**src/hw/rtl/gllg_pkg.sv**
```systemverilog
// Shared types, constants and helper functions of the load level governor.
// Depends on nothing; every other file of the block imports it.
package gllg_pkg;

    localparam int unsigned NUM_LEVELS      = 5;
    localparam int unsigned BUSY_CEILING_US = 50000;
    localparam int unsigned NUM_ENTRIES     = 5;

    localparam int unsigned LEVEL_W = 3;
    localparam int unsigned ACC_W   = 32;
    localparam int unsigned BUSY_W  = $clog2(BUSY_CEILING_US + 1);
    localparam int unsigned DIV_W   = $clog2(100 * BUSY_CEILING_US + 1);
    localparam int unsigned CNT_W   = $clog2(DIV_W);
    localparam int unsigned CMP_W   = DIV_W + 8;
    localparam int unsigned P_W     = 16;

    localparam logic [LEVEL_W:0] LVL_MAX = (LEVEL_W + 1)'(NUM_LEVELS - 1);

    typedef enum logic [1:0] {
        OP_SAMPLE = 2'd0,
        OP_SLEEP  = 2'd1,
        OP_WAKE   = 2'd2,
        OP_UNUSED = 2'd3
    } op_t;

    typedef enum logic [2:0] {
        OUT_WAIT  = 3'd0,
        OUT_EVAL  = 3'd1,
        OUT_FORCE = 3'd2,
        OUT_SLEEP = 3'd3,
        OUT_WAKE  = 3'd4
    } outcome_t;

    typedef enum logic [2:0] {
        ST_IDLE,
        ST_ACCUM,
        ST_DECIDE,
        ST_DIVIDE,
        ST_EVAL,
        ST_EMIT
    } state_t;

    typedef struct packed {
        logic [23:0]        min_window_us;
        logic [6:0]         conservativeness_pct;
        logic [LEVEL_W-1:0] fastest_level;
        logic [LEVEL_W-1:0] slowest_level;
        logic [LEVEL_W-1:0] default_level;
        logic [39:0]        up_table;
        logic [39:0]        down_table;
    } cfg_t;

    typedef struct packed {
        logic load;
        logic accum;
        logic decide;
        logic div_step;
        logic eval;
        logic out_write;
    } cmd_t;

    typedef struct packed {
        logic needs_div;
    } status_t;

    typedef struct packed {
        logic [LEVEL_W-1:0] level;
        logic               level_set;
        logic [7:0]         load_pct;
        outcome_t           outcome;
    } result_t;

    function automatic logic [LEVEL_W-1:0] clamp_level(input logic [LEVEL_W-1:0] lv);
        if ({1'b0, lv} > LVL_MAX) begin
            return LVL_MAX[LEVEL_W-1:0];
        end
        return lv;
    endfunction

    function automatic logic [7:0] table_entry(input logic [39:0] tbl,
                                               input logic [LEVEL_W-1:0] idx);
        if (idx >= LEVEL_W'(NUM_ENTRIES)) begin
            return 8'd0;
        end
        return tbl[{idx, 3'b000} +: 8];
    endfunction

    function automatic logic [ACC_W-1:0] sat_add(input logic [ACC_W-1:0] a,
                                                 input logic [23:0] b);
        logic [ACC_W:0] s;
        s = {1'b0, a} + (ACC_W + 1)'(b);
        if (s[ACC_W]) begin
            return '1;
        end
        return s[ACC_W-1:0];
    endfunction

endpackage

```
**src/hw/rtl/gpu_load_level_governor.sv**
```systemverilog
// Top level of the load level governor: register port, output stage, and
// the controller and datapath. Depends on gllg_pkg, gllg_ctrl and gllg_dp.
//
//  Channel  Direction  Beat contents
//  s_       in         tuser: operation; tdata: busy_us, total_us, in_nap
//  m_       out        tuser: outcome; tdata: level, level_set, load_pct
//  apb      in/out     register writes and reads, one register per 8 bytes
//
// One beat at a time. A sample that triggers an evaluation passes through the
// bit-serial divider that forms the load percentage; every other beat goes
// straight from the decision to the output stage.
// Reset is synchronous and clears the level, the accumulators and all
// handshake state. A stalled output holds its beat while the next input
// beat is already being worked on.
module gpu_load_level_governor
    import gllg_pkg::*;
(
    input  logic        aclk,
    input  logic        aresetn,
    input  logic        s_tvalid,
    output logic        s_tready,
    input  logic [55:0] s_tdata,   // busy_us[23:0], total_us[47:24], in_nap[48], zeros
    input  logic [1:0]  s_tuser,   // operation[1:0]
    output logic        m_tvalid,
    input  logic        m_tready,
    output logic [15:0] m_tdata,   // level[2:0], level_set[3], load_pct[11:4], zeros
    output logic [2:0]  m_tuser,   // outcome[2:0]
    input  logic        psel,
    input  logic        penable,
    input  logic        pwrite,
    input  logic [5:0]  paddr,
    input  logic [63:0] pwdata,
    output logic [63:0] prdata,
    output logic        pready
);

    localparam logic [2:0] REG_MIN_WINDOW = 3'd0;
    localparam logic [2:0] REG_CONS_PCT   = 3'd1;
    localparam logic [2:0] REG_FASTEST    = 3'd2;
    localparam logic [2:0] REG_SLOWEST    = 3'd3;
    localparam logic [2:0] REG_DEFAULT    = 3'd4;
    localparam logic [2:0] REG_UP_TABLE   = 3'd5;
    localparam logic [2:0] REG_DOWN_TABLE = 3'd6;

    cfg_t    cfg_reg, cfg_next;
    logic    m_valid_reg, m_valid_next;
    result_t m_res_reg, m_res_next;
    cmd_t    cmd;
    status_t status;
    result_t result;
    logic    out_free;
    logic    wr_en;
    logic [2:0] reg_idx;

    assign pready  = 1'b1;
    assign wr_en   = psel && penable && pwrite;
    assign reg_idx = paddr[5:3];

    always_ff @(posedge aclk) begin
        if (!aresetn) begin
            cfg_reg.min_window_us        <= 24'd10000;
            cfg_reg.conservativeness_pct <= 7'd0;
            cfg_reg.fastest_level        <= 3'd0;
            cfg_reg.slowest_level        <= 3'd4;
            cfg_reg.default_level        <= 3'd0;
            cfg_reg.up_table             <= 40'h64_32_46_55_6E;
            cfg_reg.down_table           <= 40'h00_00_14_23_32;
            m_valid_reg                  <= 1'b0;
        end else begin
            cfg_reg     <= cfg_next;
            m_valid_reg <= m_valid_next;
        end
    end

    always_ff @(posedge aclk) begin
        m_res_reg <= m_res_next;
    end

    always_comb begin
        cfg_next = cfg_reg;
        if (wr_en) begin
            case (reg_idx)
                REG_MIN_WINDOW: cfg_next.min_window_us        = pwdata[23:0];
                REG_CONS_PCT:   cfg_next.conservativeness_pct = pwdata[6:0];
                REG_FASTEST:    cfg_next.fastest_level        = pwdata[2:0];
                REG_SLOWEST:    cfg_next.slowest_level        = pwdata[2:0];
                REG_DEFAULT:    cfg_next.default_level        = pwdata[2:0];
                REG_UP_TABLE:   cfg_next.up_table             = pwdata[39:0];
                REG_DOWN_TABLE: cfg_next.down_table           = pwdata[39:0];
                default:        cfg_next = cfg_reg;
            endcase
        end
    end

    always_comb begin
        case (reg_idx)
            REG_MIN_WINDOW: prdata = 64'(cfg_reg.min_window_us);
            REG_CONS_PCT:   prdata = 64'(cfg_reg.conservativeness_pct);
            REG_FASTEST:    prdata = 64'(cfg_reg.fastest_level);
            REG_SLOWEST:    prdata = 64'(cfg_reg.slowest_level);
            REG_DEFAULT:    prdata = 64'(cfg_reg.default_level);
            REG_UP_TABLE:   prdata = 64'(cfg_reg.up_table);
            REG_DOWN_TABLE: prdata = 64'(cfg_reg.down_table);
            default:        prdata = 64'd0;
        endcase
    end

    assign out_free = !m_valid_reg || m_tready;

    always_comb begin
        m_valid_next = m_valid_reg;
        m_res_next   = m_res_reg;
        if (cmd.out_write) begin
            m_valid_next = 1'b1;
            m_res_next   = result;
        end else if (m_tready) begin
            m_valid_next = 1'b0;
        end
    end

    gllg_ctrl u_ctrl (
        .aclk     (aclk),
        .aresetn  (aresetn),
        .s_tvalid (s_tvalid),
        .out_free (out_free),
        .status   (status),
        .s_tready (s_tready),
        .cmd      (cmd)
    );

    gllg_dp u_dp (
        .aclk     (aclk),
        .aresetn  (aresetn),
        .cmd      (cmd),
        .cfg      (cfg_reg),
        .in_op    (op_t'(s_tuser)),
        .in_busy  (s_tdata[23:0]),
        .in_total (s_tdata[47:24]),
        .in_nap   (s_tdata[48]),
        .status   (status),
        .result   (result)
    );

    assign m_tvalid = m_valid_reg;
    assign m_tdata  = {4'd0, m_res_reg.load_pct, m_res_reg.level_set, m_res_reg.level};
    assign m_tuser  = m_res_reg.outcome;

endmodule

```
**src/hw/rtl/gllg_ctrl.sv**
```systemverilog
// Controller state machine of the load level governor: sequences one beat.
// Depends on gllg_pkg; drives commands into gllg_dp.
module gllg_ctrl
    import gllg_pkg::*;
(
    input  logic    aclk,
    input  logic    aresetn,
    input  logic    s_tvalid,
    input  logic    out_free,
    input  status_t status,
    output logic    s_tready,
    output cmd_t    cmd
);

    state_t           state_reg, state_next;
    logic [CNT_W-1:0] count_reg, count_next;

    always_ff @(posedge aclk) begin
        if (!aresetn) begin
            state_reg <= ST_IDLE;
            count_reg <= '0;
        end else begin
            state_reg <= state_next;
            count_reg <= count_next;
        end
    end

    always_comb begin
        state_next = state_reg;
        count_next = count_reg;
        cmd        = '0;
        s_tready   = 1'b0;
        case (state_reg)
            ST_IDLE: begin
                s_tready = 1'b1;
                if (s_tvalid) begin
                    cmd.load   = 1'b1;
                    state_next = ST_ACCUM;
                end
            end
            ST_ACCUM: begin
                cmd.accum  = 1'b1;
                state_next = ST_DECIDE;
            end
            ST_DECIDE: begin
                cmd.decide = 1'b1;
                count_next = '0;
                state_next = status.needs_div ? ST_DIVIDE : ST_EMIT;
            end
            ST_DIVIDE: begin
                cmd.div_step = 1'b1;
                count_next   = count_reg + 1'b1;
                if (count_reg == CNT_W'(DIV_W - 1)) begin
                    state_next = ST_EVAL;
                end
            end
            ST_EVAL: begin
                cmd.eval   = 1'b1;
                state_next = ST_EMIT;
            end
            ST_EMIT: begin
                if (out_free) begin
                    cmd.out_write = 1'b1;
                    state_next    = ST_IDLE;
                end
            end
            default: begin
                state_next = ST_IDLE;
            end
        endcase
    end

endmodule

```
**src/hw/rtl/gllg_dp.sv**
```systemverilog
// Datapath of the load level governor: accumulators, level, serial divider.
// Depends on gllg_pkg; commanded by gllg_ctrl.
module gllg_dp
    import gllg_pkg::*;
(
    input  logic        aclk,
    input  logic        aresetn,
    input  cmd_t        cmd,
    input  cfg_t        cfg,
    input  op_t         in_op,
    input  logic [23:0] in_busy,
    input  logic [23:0] in_total,
    input  logic        in_nap,
    output status_t     status,
    output result_t     result
);

    op_t                op_reg, op_next;
    logic [23:0]        busy_in_reg, busy_in_next;
    logic [23:0]        total_in_reg, total_in_next;
    logic               nap_reg, nap_next;
    logic [ACC_W-1:0]   tot_acc_reg, tot_acc_next;
    logic [ACC_W-1:0]   busy_acc_reg, busy_acc_next;
    logic [LEVEL_W-1:0] level_reg, level_next;
    logic [ACC_W-1:0]   rem_reg, rem_next;
    logic [DIV_W-1:0]   quo_reg, quo_next;
    logic [P_W-1:0]     p_up_reg, p_up_next;
    logic [P_W-1:0]     p_dn_reg, p_dn_next;
    logic               res_set_reg, res_set_next;
    logic [7:0]         res_load_reg, res_load_next;
    outcome_t           res_outcome_reg, res_outcome_next;

    logic               win;
    logic               force_fast;
    logic [ACC_W:0]     shifted;
    logic               ge;
    logic [P_W-1:0]     scale;
    logic [CMP_W-1:0]   scaled_load;
    logic               go_up;
    logic               go_dn;
    logic [LEVEL_W-1:0] lv_new;

    always_ff @(posedge aclk) begin
        if (!aresetn) begin
            tot_acc_reg  <= '0;
            busy_acc_reg <= '0;
            level_reg    <= '0;
        end else begin
            tot_acc_reg  <= tot_acc_next;
            busy_acc_reg <= busy_acc_next;
            level_reg    <= level_next;
        end
    end

    always_ff @(posedge aclk) begin
        op_reg          <= op_next;
        busy_in_reg     <= busy_in_next;
        total_in_reg    <= total_in_next;
        nap_reg         <= nap_next;
        rem_reg         <= rem_next;
        quo_reg         <= quo_next;
        p_up_reg        <= p_up_next;
        p_dn_reg        <= p_dn_next;
        res_set_reg     <= res_set_next;
        res_load_reg    <= res_load_next;
        res_outcome_reg <= res_outcome_next;
    end

    assign win = (total_in_reg != 24'd0) &&
                 (tot_acc_reg >= ACC_W'(cfg.min_window_us));
    assign force_fast = (level_reg < cfg.fastest_level) || ({1'b0, level_reg} > LVL_MAX) ||
                        (busy_acc_reg > ACC_W'(BUSY_CEILING_US));
    assign status.needs_div = (op_reg == OP_SAMPLE) && win && !force_fast;

    assign shifted = {rem_reg, quo_reg[DIV_W-1]};
    assign ge      = shifted >= {1'b0, tot_acc_reg};
    assign scale   = P_W'(8'(cfg.conservativeness_pct) + 8'd100);

    assign scaled_load = CMP_W'(quo_reg) * CMP_W'(100);
    assign go_up       = scaled_load > CMP_W'(p_up_reg);
    assign go_dn       = (scaled_load + CMP_W'(100)) <= CMP_W'(p_dn_reg);

    always_comb begin
        if (go_up) begin
            if ((level_reg == '0) || ((level_reg - 1'b1) < cfg.fastest_level)) begin
                lv_new = cfg.fastest_level;
            end else begin
                lv_new = level_reg - 1'b1;
            end
        end else if (go_dn) begin
            if (({1'b0, level_reg} + 1'b1) > {1'b0, cfg.slowest_level}) begin
                lv_new = cfg.slowest_level;
            end else begin
                lv_new = level_reg + 1'b1;
            end
        end else begin
            lv_new = level_reg;
        end
    end

    always_comb begin
        op_next          = op_reg;
        busy_in_next     = busy_in_reg;
        total_in_next    = total_in_reg;
        nap_next         = nap_reg;
        tot_acc_next     = tot_acc_reg;
        busy_acc_next    = busy_acc_reg;
        level_next       = level_reg;
        rem_next         = rem_reg;
        quo_next         = quo_reg;
        p_up_next        = p_up_reg;
        p_dn_next        = p_dn_reg;
        res_set_next     = res_set_reg;
        res_load_next    = res_load_reg;
        res_outcome_next = res_outcome_reg;

        if (cmd.load) begin
            op_next       = in_op;
            busy_in_next  = in_busy;
            total_in_next = in_total;
            nap_next      = in_nap;
        end

        if (cmd.accum && (op_reg == OP_SAMPLE)) begin
            tot_acc_next  = sat_add(tot_acc_reg, total_in_reg);
            busy_acc_next = sat_add(busy_acc_reg, busy_in_reg);
        end

        if (cmd.decide) begin
            res_set_next     = 1'b0;
            res_load_next    = 8'd0;
            res_outcome_next = OUT_WAIT;
            rem_next         = '0;
            quo_next         = DIV_W'(busy_acc_reg[BUSY_W-1:0]) * DIV_W'(100);
            p_up_next        = P_W'(table_entry(cfg.up_table, level_reg)) * scale;
            p_dn_next        = P_W'(table_entry(cfg.down_table, level_reg)) * scale;
            case (op_reg)
                OP_SAMPLE: begin
                    if (win && force_fast) begin
                        level_next       = clamp_level(cfg.fastest_level);
                        res_set_next     = 1'b1;
                        res_outcome_next = OUT_FORCE;
                        tot_acc_next     = '0;
                        busy_acc_next    = '0;
                    end
                end
                OP_SLEEP: begin
                    level_next       = clamp_level(cfg.slowest_level);
                    res_set_next     = 1'b1;
                    res_outcome_next = OUT_SLEEP;
                    tot_acc_next     = '0;
                    busy_acc_next    = '0;
                end
                OP_WAKE: begin
                    if (!nap_reg) begin
                        level_next   = clamp_level(cfg.default_level);
                        res_set_next = 1'b1;
                    end
                    res_outcome_next = OUT_WAKE;
                end
                default: begin
                    res_outcome_next = OUT_WAIT;
                end
            endcase
        end

        if (cmd.div_step) begin
            if (ge) begin
                rem_next = ACC_W'(shifted - {1'b0, tot_acc_reg});
            end else begin
                rem_next = shifted[ACC_W-1:0];
            end
            quo_next = {quo_reg[DIV_W-2:0], ge};
        end

        if (cmd.eval) begin
            level_next       = clamp_level(lv_new);
            res_set_next     = 1'b1;
            res_load_next    = (quo_reg > DIV_W'(255)) ? 8'hFF : quo_reg[7:0];
            res_outcome_next = OUT_EVAL;
            tot_acc_next     = '0;
            busy_acc_next    = '0;
        end
    end

    assign result.level     = level_reg;
    assign result.level_set = res_set_reg;
    assign result.load_pct  = res_load_reg;
    assign result.outcome   = res_outcome_reg;

endmodule

```
**config.mk**
```make
export PLATFORM = sky130hd
export DESIGN_NAME = gpu_load_level_governor
export DESIGN_NICKNAME = d
export VERILOG_FILES = /design/src/hw/rtl/gllg_pkg.sv /design/src/hw/rtl/gpu_load_level_governor.sv /design/src/hw/rtl/gllg_ctrl.sv /design/src/hw/rtl/gllg_dp.sv
export SDC_FILE = /design/constraint.sdc
export NUM_CORES = 1
export LEC_CHECK = 0
export ABC_AREA = 1
export BUFFER_PORTS_ARGS = -buffer_cell sky130_fd_sc_hd__clkbuf_2
export CAP_MARGIN = 20
export CORE_MARGIN = 5
export CORE_UTILIZATION = 45
export CTS_CLUSTER_DIAMETER = 80
export CTS_CLUSTER_SIZE = 24
export DETAILED_ROUTE_END_ITERATION = 16
export PLACE_DENSITY = 0.68
export SETUP_SLACK_MARGIN = 0.1
export SYNTH_ARGS = -nofsm -noshare
export SYNTH_HDL_FRONTEND = slang
export SYNTH_SLANG_ARGS = --single-unit
```
**constraint.sdc**
```tcl
create_clock -name aclk -period 6.69 [get_ports aclk]
set_clock_uncertainty 0.15 [all_clocks]
set_input_delay 0.669 -clock aclk [delete_from_list [all_inputs] [get_ports aclk]]
set_output_delay 0.669 -clock aclk [all_outputs]
set_load 0.02 [all_outputs]
```
==> results of run 1 <==
[cells in the mapped netlist, types with 3 or more instances]
master,count,area [um^2]
buf_2,8,40.0
o2111ai_1,3,26.3
a221o_1,5,50.1
a21boi_1,4,30.0
nor4_1,20,125
a221oi_1,21,184
nor2_1,345,1290
nor3_1,39,195
clkinv_1,6,22.5
nand4_1,31,194
nand2_1,603,2260
nand2_2,18,113
inv_1,586,2200
o21ai_1,7,35.0
o31ai_1,3,22.5
or2_2,4,25.0
edfxtp_1,161,4830
nand3b_1,10,75.1
xor2_1,73,639
o21bai_1,20,150
o21a_1,9,67.6
nand3_2,6,60.1
fa_1,104,2080
nor2_2,11,68.8
nand2_4,3,33.8
buf_4,29,218
ha_1,376,4700
clkbuf_1,87,327
o211ai_1,31,233
a22o_1,15,131
o221ai_1,16,140
xnor2_1,49,429
o22ai_1,37,231
a211oi_1,14,105
dfxtp_1,200,4000
a21oi_1,329,1650
nand3_1,147,736
nor2_4,9,101
a31oi_1,7,43.8
a21boi_0,7,52.6
inv_2,7,26.3
a21o_1,6,45.0
o21ai_0,280,1400
[layer usage]
metal | routed length [um] | vias up | GRT usage [%]
li1 | - | 12795 | -
met1 | 35500 | 11787 | 29.2
met2 | 35700 | 651 | 35.4
met3 | 4300 | 100 | 2.33
met4 | 1880 | 0 | 5.26
met5 | 0 | - | 0
[how the worst max path moves through the flow]
| stage | from | to | slack [ns] | cells past startpoint |
|---|---|---|---|---|
| after floorplan | u_dp.level_reg[1] | u_dp.p_up_reg[15] | 0.43 | 32 |
| after global placement | u_dp.level_reg[0] | u_dp.p_up_reg[15] | 0.48 | 29 |
| after detailed placement | u_dp.level_reg[0] | u_dp.p_up_reg[15] | 0.42 | 29 |
| after CTS | u_dp.level_reg[0] | u_dp.p_up_reg[15] | 0.41 | 29 |
| after global routing | u_dp.level_reg[0] | u_dp.p_up_reg[15] | 0.11 | 29 |
| final | u_dp.level_reg[0] | u_dp.p_dn_reg[14] | 0.67 | 23 |
[worst max-delay path, stage by stage, from the launching register on]
cell      delay [ns]
dfxtp_4         0.47
buf_8           0.24
buf_4           0.25
a21oi_1         0.09
o21ai_0         0.08
nand3_1         0.16
nand2_1         0.28
nand2_1         0.13
fa_1            0.54
fa_1            0.55
inv_1           0.05
fa_1            0.50
fa_1            0.49
ha_1            0.37
a21oi_1         0.15
o221ai_1        0.17
a21o_1          0.19
a21oi_1         0.18
o21ai_0         0.11
a21oi_1         0.23
o21bai_1        0.09
and2_1          0.13
nor2_1          0.11
xor2_1          0.07
[cell families (layout without fill, tap and decap cells)]
| logic type | count (synthesis) | after routing | synth area share, % |
|---|---|---|---|
| buffers and inverters | 725 | 839 | 9.58 |
| AOI/OAI and AO/OA | 825 | 825 | 15.8 |
| xor gates and xnor gates | 122 | 122 | 3.60 |
| and+or+nand+nor | 1259 | 1259 | 18.3 |
| adders and majority gates | 480 | 480 | 22.9 |
| DFF | 361 | 361 | 29.8 |
| other | 2 | 29 | 0.0253 |
[power by group through the flow]
stage	combinational, mW	clock [mW]	sequential, mW
final	9.38	1.92	3.10
after floorplan	7.30	0	3.05
after global routing	10.8	2.05	3.13
after detailed placement	9.33	0	3.15
after global placement	9.20	0	3.14
after CTS	9.41	1.96	3.10
[per-stage QoR]
step	hold slack, ns	total power, mW	util, %	std cells
after global placement	0.252	12.3	47.8	4724
final	0.0627	14.4	49.4	4779
after floorplan	0.250	10.4	-	3801
after CTS	0.0294	14.5	49.4	4777
after detailed placement	0.258	12.5	47.8	4724
after global routing	0.0288	16.0	49.4	4779
[layout make-up]
class / instances / area, um^2 / share of cell area [%]
flip-flops and latches: 361 / 8840 / 27.3
multi-input cells: 2715 / 18100 / 56.0
clock inverters: 23 / 319 / 0.985
clock buffers: 30 / 729 / 2.25
repair buffers: 187 / 1030 / 3.18
well taps: 864 / 1080 / 3.34
inverters: 599 / 2250 / 6.94
==> run summary, run 1 <==
Reg2Reg Setup Slack -> 0.67 ns
First-pass GRT wire length -> 124 mm
YS warnings -> 0
Detailed Route WL -> 77.4 mm
Crit path launch type -> flop
Area Growth Syn to Fin -> 9.25%
Post-synth EDFFs -> 161
Clock buffer count from CTS -> 29
Reg2reg path depth -> 23
Post-DRT Antenna Nets -> 0
TritonCTS clock tree -> done
Hold Crit Depth -> 1
I/O Buffers -> 157
Worst flop-to-flop path endpoint -> u_dp.p_dn_reg[14]
Switching power -> 7.32 mW
Initial antenna violation count -> 1
Switching Fraction -> 50.9%
Hold WC Path Type -> in -> reg
Initial DRC count -> 1860
Full die area -> 71100 um^2
Detail Placement HPWL -> 60.7 mm
Bufs on Longest Clock Path -> 3
Total gr overflow -> 0
#FFs+latches synth -> 361
Share of cells above drive strength 1 -> 8.17%
Max Transition Viols Final -> 0
Clock root buffer -> clkbuf_16
Min Tclk post-route -> 6.02 ns
Hold Path Sink -> u_dp.total_in_reg[14]
Max Freq -> 166 MHz
I/O pin count -> 221
Pleak -> 15.3 nW
Setup bufs post-CTS -> 0
CP required -> 6.92 ns
Antenna diode count -> 0
Commonest non-fill, non-tap cell in the layout -> nand2_1
Setup WS post-layout -> 0.666 ns
Status -> completed
Residual DRC -> 0
Total of max-cap violations -> 0
Worst Setup Path Type -> reg -> reg
# nets final -> 4508
CP Max Fanout -> 38
RSZ-0062 raised after global routing -> no
GP Congestion -> 0.914
Hold Fails Final Rpt -> 0
Primary FF master, synth -> dfxtp_1
Pwr dens -> 444 nW/um^2
Largest register FFs -> 120
Clock-pin slew on the worst setup and hold paths -> 0.09 ns
Setup slack at placement -> 0.425 ns
Total internal power -> 7.07 mW
Maximum vdd ir drop -> 0.371 mV
Post-DP Area -> 31300 um^2
Die Height -> 267 um
Filler cell count -> 6332
Critical Path AT -> 6.25 ns
Rows -> 94
Total core area -> 65500 um^2
Die X-Extent -> 267 um
Vias in the first global route -> 24035
CP Capture Type -> flop
Htree depth -> 1
Final setup fails -> 0
Hold Crit Start -> s_tdata[38]
Setup_tns -> 0 ns
Via count -> 25333
Worst skew pair latency -> 0.63 ns
Starting Density -> 45.3%
Worst-margin pin slew -> 1.12 ns
Worst r2r src -> u_dp.level_reg[0]
Crit share post-route -> 90.0%
Total track usage -> 21.1%
Clock power frac -> 13.3%
Wire per inst -> 16.2 um
Comb power frac -> 65.2%
Synth unique cells -> 62
# hold bufs at CTS -> 0
Async S/R FF share, synth -> 0%
Mapped cell area -> 29600 um^2
Sequential-to-total area share from yosys stat -> 29.8%
Drt first pass iters -> 8
Synth Instances -> 3774
Sequential power share -> 21.5%
Finished Cell Area -> 32400 um^2
Most frequent cells in the layout -> nand2_1 (603), inv_1 (585), ha_1 (376)
Slew headroom -> 25.6%
Largest net degree at the start of global routing -> 119
Sink Count -> 361
Vias/cell -> 5.30
# resized after CTS -> 0
Avg Cell Area, Syn -> 7.86 um^2
Power figures use the tool's default switching activity.
==> run 2, diff against run 1 <==
--- a/config.mk
+++ b/config.mk
@@ -8,11 +8,12 @@
 export ABC_AREA = 1
 export BUFFER_PORTS_ARGS = -buffer_cell sky130_fd_sc_hd__clkbuf_2
 export CAP_MARGIN = 20
-export CORE_MARGIN = 5
+export CORE_MARGIN = 3
 export CORE_UTILIZATION = 45
 export CTS_CLUSTER_DIAMETER = 80
 export CTS_CLUSTER_SIZE = 24
 export DETAILED_ROUTE_END_ITERATION = 16
+export HOLD_SLACK_MARGIN = 0.12
 export PLACE_DENSITY = 0.68
 export SETUP_SLACK_MARGIN = 0.1
 export SYNTH_ARGS = -nofsm -noshare
==> run 2 against run 1 <==
Compared with the run above: critical path depth grew 5; die area fell by 3.0%; via count rose by 0.86%; utilization rose by 1.6 points.
==> run summary, run 2 (synthesis gave the netlist of run 1 again) <==
Clock buffer count from CTS -> 30 (+3.4%)
Total of max-cap violations -> 0 (unchanged)
# resized after CTS -> 0 (unchanged)
Finished Layout Cells -> 4838 (+1.2%)
Starting Density -> 45.7% (+0.49 points)
Largest register FFs -> 120 (unchanged)
Worst skew pair latency -> 0.62 ns (about the same)
# nets final -> 4575 (+1.5%)
Setup slack at placement -> 0.705 ns (+0.281 ns)
GP Congestion -> 0.905 (-0.94%)
Setup bufs post-CTS -> 0 (unchanged)
Residual DRC -> 0 (unchanged)
Full die area -> 69000 um^2 (-3.0%)
Crit share post-route -> 90.6% (+0.56 points)
Slowest stage delay, CP -> 0.55 ns (about the same)
Worst Setup Path Type -> reg -> reg
Max Transition Viols Final -> 0 (unchanged)
Min Tclk post-route -> 6.06 ns (+0.0376 ns)
TritonCTS clock tree -> done
Total core area -> 64800 um^2 (-1.1%)
I/O pin count -> 221 (unchanged)
Drt first pass iters -> 6 (-2)
Worst flop-to-flop path endpoint -> u_dp.p_up_reg[15]
CP Max Fanout -> 58 (+53%)
Total gr overflow -> 0 (unchanged)
Die X-Extent -> 263 um (-1.5%)
Vias/cell -> 5.28 (-0.37%)
Commonest non-fill, non-tap cell in the layout -> nand2_1
Pwr dens -> 439 nW/um^2 (-1.2%)
CP Capture Type -> flop
Hold WC Path Type -> in -> reg
Hold Crit Depth -> 3 (+2)
Post-DRT Antenna Nets -> 0 (unchanged)
Total track usage -> 22.0% (+0.90 points)
# placed instances -> 4714 (-0.21%)
Via count -> 25550 (+0.86%)
Initial DRC count -> 1984 (+6.7%)
Share of cells above drive strength 1 -> 7.96% (-0.21 points)
Clock root buffer -> clkbuf_16
Worst r2r src -> u_dp.level_reg[0]
CP required -> 6.91 ns (about the same)
Post-DP Area -> 31300 um^2 (about the same)
Crit path launch type -> flop
Hold Crit Start -> pwdata[12]
Reg2reg path depth -> 28 (+22%)
Detail Placement HPWL -> 60.0 mm (-1.2%)
Most frequent CP cell -> nand2_1
WHS -> 0.163 ns (+0.0999 ns)
# hold bufs at CTS -> 69 (+69)
Bufs on Longest Clock Path -> 3 (unchanged)
Antenna diode count -> 0 (unchanged)
Final setup fails -> 0 (unchanged)
Total power -> 14.5 mW (+0.89%)
Largest net degree at the start of global routing -> 97 (-18%)
I/O Buffers -> 157 (unchanged)
First-pass GRT wire length -> 126 mm (+1.7%)
Htree depth -> 1 (unchanged)
Area Growth Syn to Fin -> 11.6%
Worst-margin pin slew -> 1.11 ns (-0.00872 ns)
Maximum vdd ir drop -> 0.541 mV (+46%)
Hold Fails Final Rpt -> 0 (unchanged)
Slew headroom -> 26.0% (+0.40 points)
Critical Path AT -> 6.28 ns (+0.03 ns)
Rows -> 93 (-1.1%)
Finished Cell Area -> 33100 um^2 (+2.2%)
Detailed Route WL -> 77.9 mm (+0.62%)
Clock-pin slew on the worst setup and hold paths -> 0.09 ns (about the same)
Initial antenna violation count -> 0 (-1)
Sink Count -> 361 (unchanged)
Most frequent cells in the layout -> nand2_1 (603), inv_1 (586), ha_1 (376)
Critical Path Slowest Stage Cell -> fa_1
Status -> completed
Hold Path Sink -> cfg_reg[52]
Wire per inst -> 16.1 um (-0.61%)
Vias in the first global route -> 24413 (+1.6%)
Pleak -> 15.6 nW (+2.0%)
Max Freq -> 165 MHz (-0.62%)
Die Height -> 263 um (-1.5%)
RSZ-0062 raised after global routing -> no
Setup WS post-layout -> 0.629 ns (-0.0376 ns)
Final core occ -> 51.1% (+1.6 points)
Reg2Reg Setup Slack -> 0.63 ns (-0.04 ns)
Setup_tns -> 0 ns (unchanged)
run 2: cell types whose count changed in the layout (fill, tap and decap cells not counted), sizes merged:
cell	change
dlygate4sd3	+69
clkbuf	+1
clkinv	+1
inv	-1
buf	-3
bufinv	+1
run 2: layout make-up:
type / instances / area [um^2]
Clock buffer: 31 / 776
Sequential cell: 361 / 8840
Clock inverter: 24 / 335
Multi-Input combinational cell: 2715 / 18100
Tap cell: 855 / 1070
Timing Repair Buffer: 253 / 1690
Fill cell: 6240 / 31700
Inverter: 599 / 2250
run 2: worst max-delay path by stage:
stage / start / end / slack (ns) / depth (start not counted)
2_1_floorplan: u_dp.level_reg[1] / u_dp.p_up_reg[15] / 0.43 / 32
3_3_place_gp: u_dp.level_reg[0] / u_dp.p_up_reg[15] / 0.69 / 28
3_5_place_dp: u_dp.level_reg[0] / u_dp.p_up_reg[15] / 0.71 / 28
4_1_cts: u_dp.level_reg[0] / u_dp.p_up_reg[15] / 0.68 / 28
5_1_grt: u_dp.level_reg[0] / u_dp.p_up_reg[15] / 0.19 / 28
6_report: u_dp.level_reg[0] / u_dp.p_up_reg[15] / 0.63 / 28
run 2: per-layer routing:
metal	track usage, %	wire [um]	up-vias
met5	0	0	-
met4	4.53	1360	0
met3	2.01	3950	87
met2	37.3	36400	627
met1	30.6	36200	11891
li1	-	-	12945
run 2: worst max-delay path, delay by kind of cell, from the launching register on:
kind	cells	cell delay [ns]
AND/OR/NAND/NOR	9	0.85
flip-flops	1	0.54
AO/OA/AOI/OAI	8	1.18
adder cells (fa/ha/maj)	5	2.32
XOR/XNOR	1	0.14
buffers and inverters	5	0.63
run 2: power by group:
group          leakage, nW  internal (mW)  total (mW)  switching [mW]
combinational         11.9           3.37        9.44            6.07
sequential            3.13           2.85        3.10           0.251
clock                0.538          0.963        1.98            1.02
